==> src/rtl/core/mie_pkg.sv <==
`default_nettype none
package mie_pkg;

  localparam int unsigned WORD_BITS_DEF = 32;
  localparam logic [63:0] MODULUS_RESET = 64'd1000000007;

  typedef enum logic [2:0] {
    ST_IDLE,
    ST_SCAN_UP,
    ST_SCAN_DN,
    ST_SWAP,
    ST_REDUCE,
    ST_SIGN,
    ST_OUT
  } state_e;

  // Compare results of the shared shift-subtract unit.
  typedef struct packed {
    logic fit;   // shifted divisor fits under the partial remainder
    logic grow;  // twice the shifted divisor still fits
  } step_flags_t;

endpackage
`default_nettype wire

==> src/rtl/core/mie_divstep.sv <==
`default_nettype none
module mie_divstep #(
  parameter int unsigned WORD_BITS = mie_pkg::WORD_BITS_DEF
) (
  input  wire logic [WORD_BITS-1:0] rem_i,
  input  wire logic [WORD_BITS-1:0] dvs_i,
  input  wire logic [WORD_BITS-1:0] acc_i,
  input  wire logic [WORD_BITS-1:0] add_i,
  output mie_pkg::step_flags_t      flags_o,
  output logic      [WORD_BITS-1:0] rem_o,
  output logic      [WORD_BITS-1:0] acc_o
);

  always_comb begin
    flags_o.fit  = (dvs_i <= rem_i);
    flags_o.grow = ({dvs_i, 1'b0} <= {1'b0, rem_i});
    rem_o        = rem_i - dvs_i;
    // The coefficient sum never exceeds the modulus, so it fits the word.
    acc_o        = acc_i + add_i;
  end

endmodule
`default_nettype wire

==> src/rtl/core/modular_inverse_ext_euclid.sv <==
`default_nettype none
// Channel   Direction  Handshake                 Payload
// input     in         in_valid_i / in_stall_o   operand_i
// result    out        out_valid_o / out_stall_i inverse_o, divisor_o, exists_o
// config    in         modulus_we_i              modulus_i
//
// One word at a time. Each Euclid step runs in the shared shift-subtract unit: the
// divisor is shifted up, then subtracted back down bit by bit, then the pair is swapped.
// After the last step come reduction, sign fix and output. Modulus zero goes straight
// to output. Reset loads the modulus with 1000000007 and leaves the block idle. The
// result holds in its register while out_stall_i is high; no new word is taken until
// it has been delivered.
module modular_inverse_ext_euclid #(
  parameter int unsigned WORD_BITS = mie_pkg::WORD_BITS_DEF
) (
  input  wire logic                 clk_i,
  input  wire logic                 rst_ni,
  input  wire logic                 in_valid_i,
  output logic                      in_stall_o,
  input  wire logic [WORD_BITS-1:0] operand_i,
  output logic                      out_valid_o,
  input  wire logic                 out_stall_i,
  output logic      [WORD_BITS-1:0] inverse_o,
  output logic      [WORD_BITS-1:0] divisor_o,
  output logic                      exists_o,
  input  wire logic                 modulus_we_i,
  input  wire logic [WORD_BITS-1:0] modulus_i
);

  localparam int unsigned CntW = $clog2(WORD_BITS);

  mie_pkg::state_e state_q, state_d;

  logic [WORD_BITS-1:0] modulus_q;
  logic [WORD_BITS-1:0] ra_q, rb_q, ma_q, mb_q;
  logic                 na_q;
  logic [WORD_BITS-1:0] rem_q, acc_q, dvs_q, add_q;
  logic [CntW-1:0]      cnt_q;
  logic [WORD_BITS-1:0] inverse_q, divisor_q;
  logic                 exists_q;

  mie_pkg::step_flags_t flags;
  logic [WORD_BITS-1:0] rem_sub, acc_sum;

  mie_divstep #(
    .WORD_BITS(WORD_BITS)
  ) u_divstep (
    .rem_i  (rem_q),
    .dvs_i  (dvs_q),
    .acc_i  (acc_q),
    .add_i  (add_q),
    .flags_o(flags),
    .rem_o  (rem_sub),
    .acc_o  (acc_sum)
  );

  always_ff @(posedge clk_i or negedge rst_ni) begin
    if (!rst_ni) begin
      modulus_q <= mie_pkg::MODULUS_RESET[WORD_BITS-1:0];
    end else if (modulus_we_i) begin
      modulus_q <= modulus_i;
    end
  end

  always_ff @(posedge clk_i or negedge rst_ni) begin
    if (!rst_ni) begin
      state_q <= mie_pkg::ST_IDLE;
    end else begin
      state_q <= state_d;
    end
  end

  always_comb begin
    state_d = state_q;
    case (state_q)
      mie_pkg::ST_IDLE: begin
        if (in_valid_i) begin
          state_d = (modulus_q == '0) ? mie_pkg::ST_OUT : mie_pkg::ST_SCAN_UP;
        end
      end
      mie_pkg::ST_SCAN_UP: begin
        if (!flags.grow) begin
          state_d = mie_pkg::ST_SCAN_DN;
        end
      end
      mie_pkg::ST_SCAN_DN: begin
        if (cnt_q == '0) begin
          state_d = mie_pkg::ST_SWAP;
        end
      end
      mie_pkg::ST_SWAP: begin
        state_d = (rem_q == '0) ? mie_pkg::ST_REDUCE : mie_pkg::ST_SCAN_UP;
      end
      mie_pkg::ST_REDUCE: state_d = mie_pkg::ST_SIGN;
      mie_pkg::ST_SIGN:   state_d = mie_pkg::ST_OUT;
      mie_pkg::ST_OUT: begin
        if (!out_stall_i) begin
          state_d = mie_pkg::ST_IDLE;
        end
      end
      default: state_d = mie_pkg::ST_IDLE;
    endcase
  end

  always_comb begin
    in_stall_o  = (state_q != mie_pkg::ST_IDLE);
    out_valid_o = (state_q == mie_pkg::ST_OUT);
  end

  // Datapath. A quotient is found by shifting the divisor up until it would
  // pass the remainder, then subtracting back down one bit per cycle while
  // the matching multiple of the old coefficient is added in.
  always_ff @(posedge clk_i) begin
    case (state_q)
      mie_pkg::ST_IDLE: begin
        ra_q      <= operand_i;
        rb_q      <= modulus_q;
        ma_q      <= {{(WORD_BITS-1){1'b0}}, 1'b1};
        mb_q      <= '0;
        na_q      <= 1'b0;
        rem_q     <= operand_i;
        acc_q     <= {{(WORD_BITS-1){1'b0}}, 1'b1};
        dvs_q     <= modulus_q;
        add_q     <= '0;
        cnt_q     <= '0;
        inverse_q <= '0;
        divisor_q <= operand_i;
        exists_q  <= 1'b0;
      end
      mie_pkg::ST_SCAN_UP: begin
        if (flags.grow) begin
          dvs_q <= {dvs_q[WORD_BITS-2:0], 1'b0};
          add_q <= {add_q[WORD_BITS-2:0], 1'b0};
          cnt_q <= cnt_q + CntW'(1);
        end
      end
      mie_pkg::ST_SCAN_DN: begin
        if (flags.fit) begin
          rem_q <= rem_sub;
          acc_q <= acc_sum;
        end
        if (cnt_q != '0) begin
          dvs_q <= {1'b0, dvs_q[WORD_BITS-1:1]};
          add_q <= {1'b0, add_q[WORD_BITS-1:1]};
          cnt_q <= cnt_q - CntW'(1);
        end
      end
      mie_pkg::ST_SWAP: begin
        ra_q  <= rb_q;
        rb_q  <= rem_q;
        ma_q  <= mb_q;
        mb_q  <= acc_q;
        na_q  <= !na_q;
        rem_q <= rb_q;
        acc_q <= mb_q;
        dvs_q <= rem_q;
        add_q <= acc_q;
        cnt_q <= '0;
      end
      mie_pkg::ST_REDUCE: begin
        // The final coefficient is at most the modulus, so one subtract reduces it.
        rem_q     <= (ma_q >= modulus_q) ? (ma_q - modulus_q) : ma_q;
        divisor_q <= ra_q;
      end
      mie_pkg::ST_SIGN: begin
        exists_q <= (ra_q == {{(WORD_BITS-1){1'b0}}, 1'b1});
        if (ra_q != {{(WORD_BITS-1){1'b0}}, 1'b1}) begin
          inverse_q <= '0;
        end else if (na_q && (rem_q != '0)) begin
          inverse_q <= modulus_q - rem_q;
        end else begin
          inverse_q <= rem_q;
        end
      end
      default: begin
      end
    endcase
  end

  assign inverse_o = inverse_q;
  assign divisor_o = divisor_q;
  assign exists_o  = exists_q;

endmodule
`default_nettype wire
==> config.mk <==
export PLATFORM = sky130hd
export DESIGN_NAME = modular_inverse_ext_euclid
export DESIGN_NICKNAME = d
export VERILOG_FILES = /design/src/rtl/core/mie_pkg.sv /design/src/rtl/core/mie_divstep.sv /design/src/rtl/core/modular_inverse_ext_euclid.sv
export SDC_FILE = /design/constraint.sdc
export NUM_CORES = 1
export LEC_CHECK = 0
export ABC_CLOCK_PERIOD_IN_PS = 10130
export BUFFER_PORTS_ARGS = -buffer_cell sky130_fd_sc_hd__buf_2
export CAP_MARGIN = 20
export CORE_ASPECT_RATIO = 1.1
export CORE_MARGIN = 5
export CORE_UTILIZATION = 50
export CTS_BUF_LIST = sky130_fd_sc_hd__clkbuf_16
export DETAILED_ROUTE_END_ITERATION = 12
export PLACE_DENSITY = 0.67
export SLEW_MARGIN = 5
export SYNTH_ARGS = -nofsm -noshare
export SYNTH_HDL_FRONTEND = slang
export SYNTH_SLANG_ARGS = --single-unit
==> constraint.sdc <==
create_clock -name clk_i -period 10.13 [get_ports clk_i]
set_clock_uncertainty 0.2 [all_clocks]
set_input_delay 2.026 -clock clk_i [delete_from_list [all_inputs] [get_ports clk_i]]
set_output_delay 2.026 -clock clk_i [all_outputs]
set_load 0.05 [all_outputs]
==> out/qor.txt, run 1 <==
drc violations = 0
Critical path origin = state_q[0]$_DFFE_PN0P_
Largest stage delay, worst path = 810 ps
# fillers = 4330
normalized max-slew margin = 13.9%
synthesized instance count = 2567
TNS Setup = 0 ps
max cap viols = 0
fin crit share = 49.6%
final slew viol count = 0
status = complete, no violations
setup bufs post-CTS = 0
CTS Buf Count = 42
critical path endpoint category = primary output
clk_lat worst skew = 580 ps
initial core utilization = 50.2%
DR vias/cell = 6.23
Avg Inst Size Synth = 9.30 µm²
FFs w/ async S/R, synth = 9.67%
Die X = 218 µm
initial antenna violation count = 1
RSZ-0062 raised after global routing = no
DR WL/cell = 24.8 µm
Final Hold Vio Count = 0
Hold-fix buffers, CTS = 0
share of cells above drive strength 1 = 11.5%
DIE AREA = 0.0522 mm²
worst slack, placed = 5380 ps
yosys warns = 0
vias in the first global route = 19932
most frequent cells in the layout = nand2_1, edfxtp_1, a21oi_1, o21ai_0, nor2_1
register area share after synthesis = 44.9%
critical path peak fanout = 56
worst flop-to-flop path startpoint = rem_q[0]$_DFFE_PP_
Register Area = 0.0107 mm²
post_cts resized = 0
FP Rows = 84
core area = 0.0475 mm²
antenna-violating nets left = 0
first-pass iteration count of the detailed router = 6
CTS tree = yes
worst path required time = 7900 ps
WS Path Type = flop to primary output
#FFs+latches synth = 362
DPL Wire Length = 62000 µm
Final nets = 2889
placed cell area = 0.0252 mm²
r2r endpoint = rem_q[8]$_DFFE_PP_
synthesized cell area = 0.0239 mm²
worst slew pin tran = 1260 ps
Setup crit end = in_stall_o
Worst-path clk slew = 60 ps
initial drt markers = 2710
Final min period = 5030 ps
first-pass GRT wire length = 123000 µm
Area Growth Syn to Fin = 11.9%
R2R depth = 15
H-tree depth = 2
largest net degree at the start of global routing = 70
most common cell after layout, fill and taps aside = nand2_1
CP arrival = 2800 ps
cells along the critical path = buf_4 -> or3_1 -> buf_2
Total Wirelength = 82500 µm
number of synthesized flops with an enable pin = 327
area of the multi-input gates = 0.0123 mm²
Final Util = 56.2%
ys flop type = edfxtp_1
root buffer cell = clkbuf_16
design area = 0.0267 mm²
Final WS setup = 5100 ps
Fmax = 199 MHz
# setup viols final = 0
RD Place Congestion = 1.04
syn_nets = 2801
Netlist cell types = 75
GRT overflow = 0
clk sinks = 362
CTS max path bufs = 3
IO buf count = 135
internal reg-to-reg setup slack = 5310 ps
worst min path class = flop to flop
Critical-path top delay cell = dfrtp_2
Tot GR Track Use = 30.9%
DR vias = 20749
I/O Pins = 136
CP startpoint kind = flop
Die Y-Extent = 239 µm
layer usage:
metal,routed length (µm),track usage (%)
met1,32600,40.5
met2,37700,49.7
met3,6960,5.48
met4,5150,15.7
met5,0,0
final cells by class:
cell class              instances  share of cell area (%)
multi-input cells            1950                    45.9
flip-flops and latches        362                    40.1
clock buffers                  43                    4.03
repair buffers                170                    3.64
well taps                     645                    3.02
inverters                     129                    1.81
clock inverters                33                    1.48
diodes                          1                 0.00937
worst max-delay path, delay by kind of cell, from the launching register on:
kind	cells	cell delay, ps
buf+inv	2	1040
flops	1	810
simple gates	1	310
cell families (layout without fill, tap and decap cells):
kind of cell / after synthesis / count (layout) / share of synthesized area [%]
AO/OA/AOI/OAI: 732 / 732 / 19.4
XOR/XNOR: 105 / 105 / 3.85
flip-flops: 362 / 362 / 44.9
AND/OR/NAND/NOR: 906 / 906 / 17.1
multiplexers: 42 / 42 / 1.92
adder cells (fa/ha/maj): 165 / 165 / 8.81
buffers and inverters: 255 / 375 / 4.08
other: 0 / 1 / 0
cell usage after synthesis (all sizes together), types with 10 or more instances:
cell | count | area (µm²)
o21bai | 13 | 97.6
nand4 | 32 | 200
ha | 160 | 2000
buf | 27 | 119
xnor2 | 55 | 482
a211oi | 14 | 105
nor4 | 28 | 175
or3 | 10 | 62.6
o31ai | 10 | 75.1
a22oi | 63 | 473
nor3 | 24 | 120
a41oi | 11 | 104
a21o | 103 | 773
inv | 129 | 484
edfxtp | 327 | 9820
dfrtp | 19 | 475
nand2 | 455 | 1710
dfstp | 16 | 420
xor2 | 50 | 438
nor2b | 19 | 119
a21oi | 200 | 1000
a31oi | 17 | 106
mux2i | 12 | 120
nand3 | 43 | 215
clkbuf | 99 | 372
o21a | 15 | 113
mux2 | 30 | 338
nand2b | 21 | 131
o211ai | 15 | 118
o22ai | 17 | 106
and2 | 71 | 444
and3 | 12 | 75.1
nor2 | 165 | 619
o21ai | 189 | 946
how the worst min path moves through the flow:
stage	from	cells past startpoint	endpoint	slack, ps
finish	mb_q[23]$_SDFFCE_PN0P_	2	ma_q[23]$_SDFFCE_PN0P_	340
global route	rb_q[29]$_DFFE_PP_	2	ra_q[29]$_DFFE_PP_	370
detailed placement	rb_q[29]$_DFFE_PP_	2	ra_q[29]$_DFFE_PP_	330
floorplan	mb_q[23]$_SDFFCE_PN0P_	2	ma_q[23]$_SDFFCE_PN0P_	300
CTS	rb_q[29]$_DFFE_PP_	2	ra_q[29]$_DFFE_PP_	350
global placement	rb_q[29]$_DFFE_PP_	2	ra_q[29]$_DFFE_PP_	320
metrics by stage:
| stage | cells | hold slack [ps] |
|---|---|---|
| final | 3333 | 342 |
| after global routing | 3332 | 373 |
| after detailed placement | 3255 | 328 |
| after CTS | 3331 | 346 |
| after global placement | 3254 | 315 |
| after floorplan | 2567 | 296 |
Power of run 1 is not shown: default switching activity piles up to over one toggle a cycle in this logic, so the estimate is an artifact.
==> run 2: changes to the inputs <==
- ABC_CLOCK_PERIOD_IN_PS: 10130 -> 4700
- clock period: 10.13 -> 4.7 ns (I/O delays scaled with it)
==> run 2 against run 1 <==
  * Design area is 0.76% higher
  * Core utilization is 0.43 points higher
  * Final cell count is 0.90% higher
  * Via count is 0.86% lower
  * Sequential cell count stayed put
  * Global-route usage is 0.11 points lower
  * First-iteration DRC count is 22% lower
  * Non-clock buffer count is 31 higher
  * Clock-buffer cell count stayed put
  * Critical path depth is 9 higher
  * Register-to-register slack worse by 4900 ps
  * Worst hold slack worse by 310 ps
  * Highest routed layer unchanged
==> out/qor.txt, run 2 (synthesis gave the netlist of run 1 again) <==
H-tree depth = 2
WS Path Type = flop to flop
Hold-fix buffers, CTS = 0
GRT overflow = 0
CTS Buf Count = 42
# fillers = 4347
Final Util = 56.6%
post_cts resized = 0
initial antenna violation count = 0
largest net degree at the start of global routing = 65
RD Place Congestion = 1.04
antenna-violating nets left = 0
r2r endpoint = rem_q[20]$_DFFE_PP_
Die X = 218 µm
R2R depth = 12
design area = 0.0269 mm²
Worst-path clk slew = 60 ps
initial core utilization = 50.2%
area of the multi-input gates = 0.0123 mm²
root buffer cell = clkbuf_16
DR WL/cell = 24.5 µm
most frequent cells in the layout = nand2_1, edfxtp_1, a21oi_1, o21ai_0, nor2_1
critical path endpoint category = flop
DR vias = 20571
# setup viols final = 0
worst path required time = 4810 ps
Final nets = 2920
setup bufs post-CTS = 0
first-pass iteration count of the detailed router = 6
critical path peak fanout = 13
placed cell area = 0.0255 mm²
Register Area = 0.0107 mm²
max cap viols = 0
Area Growth Syn to Fin = 12.8%
first-pass GRT wire length = 122000 µm
clk_lat worst skew = 590 ps
IO buf count = 135
DIE AREA = 0.0522 mm²
drc violations = 0
vias in the first global route = 19760
Final min period = 4270 ps
FP Rows = 84
CTS tree = yes
worst flop-to-flop path startpoint = modulus_q[0]$_DFFE_PN1P_
DR vias/cell = 6.12
CP arrival = 4380 ps
DPL Wire Length = 63300 µm
I/O Pins = 136
Final Hold Vio Count = 0
internal reg-to-reg setup slack = 430 ps
status = complete, no violations
CTS max path bufs = 3
worst slew pin tran = 1120 ps
CP startpoint kind = flop
Fmax = 234 MHz
Die Y-Extent = 239 µm
core area = 0.0475 mm²
RSZ-0062 raised after global routing = no
Hold WS = 32.5 ps
normalized max-slew margin = 25.4%
final slew viol count = 0
TNS Setup = 0 ps
share of cells above drive strength 1 = 12.3%
Total Wirelength = 82400 µm
fin crit share = 90.8%
most common cell after layout, fill and taps aside = nand2_1
worst min path class = input pin to asynchronous set/reset pin
clk sinks = 362
initial drt markers = 2118
Tot GR Track Use = 30.8%
run 2: changes by cell type in the layout (fill, tap and decap cells not counted), sizes merged:
| cell | delta |
|---|---|
| buf | +31 |
| bufinv | -5 |
| inv | +4 |
run 2: per-stage QoR:
stage / instances / setup WS, ps
after detailed placement: 3285 / 319
final: 3363 / 432
after floorplan: 2567 / 233
after global placement: 3285 / 397
after global routing: 3362 / 193
after CTS: 3360 / 279
run 2: metal layers:
layer | vias up | GRT usage [%] | routed length, µm
li1 | 9569 | - | -
met1 | 9879 | 40.1 | 33000
met2 | 881 | 49.0 | 37400
met3 | 242 | 5.52 | 6300
met4 | 0 | 17.2 | 5750
met5 | - | 0 | 0
run 2: cell type report:
| type | instances | area share (%) |
|---|---|---|
| flip-flops and latches | 362 | 39.8 |
| clock buffers | 43 | 4.00 |
| repair buffers | 201 | 4.80 |
| well taps | 645 | 3.00 |
| inverters | 129 | 1.80 |
| diodes | 1 | 0.00930 |
| multi-input cells | 1950 | 45.6 |
| clock inverters | 32 | 0.925 |
run 2: worst max-delay path, cell delays in order (launching register included):
cell and delay (ps):
dfstp_2 570, ha_1 180, inv_1 60, fa_1 400
a21o_1 230, a221oi_2 380, o311a_4 240, o21ba_4 200
o211ai_2 110, a41oi_4 500, nor2_1 350, a221oi_1 440
a21oi_1 120
run 2: worst max-delay path by stage:
stage	to	slack, ps	depth (start not counted)	startpoint
floorplan	acc_q[0]$_DFFE_PP_	230	13	rem_q[0]$_DFFE_PP_
global placement	rem_q[1]$_DFFE_PP_	400	13	dvs_q[0]$_DFFE_PP_
detailed placement	rem_q[0]$_DFFE_PP_	320	13	dvs_q[0]$_DFFE_PP_
CTS	rem_q[6]$_DFFE_PP_	280	13	dvs_q[0]$_DFFE_PP_
global route	rem_q[19]$_DFFE_PP_	190	12	modulus_q[0]$_DFFE_PN1P_
finish	rem_q[20]$_DFFE_PP_	430	12	modulus_q[0]$_DFFE_PN1P_
Power of run 2 is left out for the same reason.
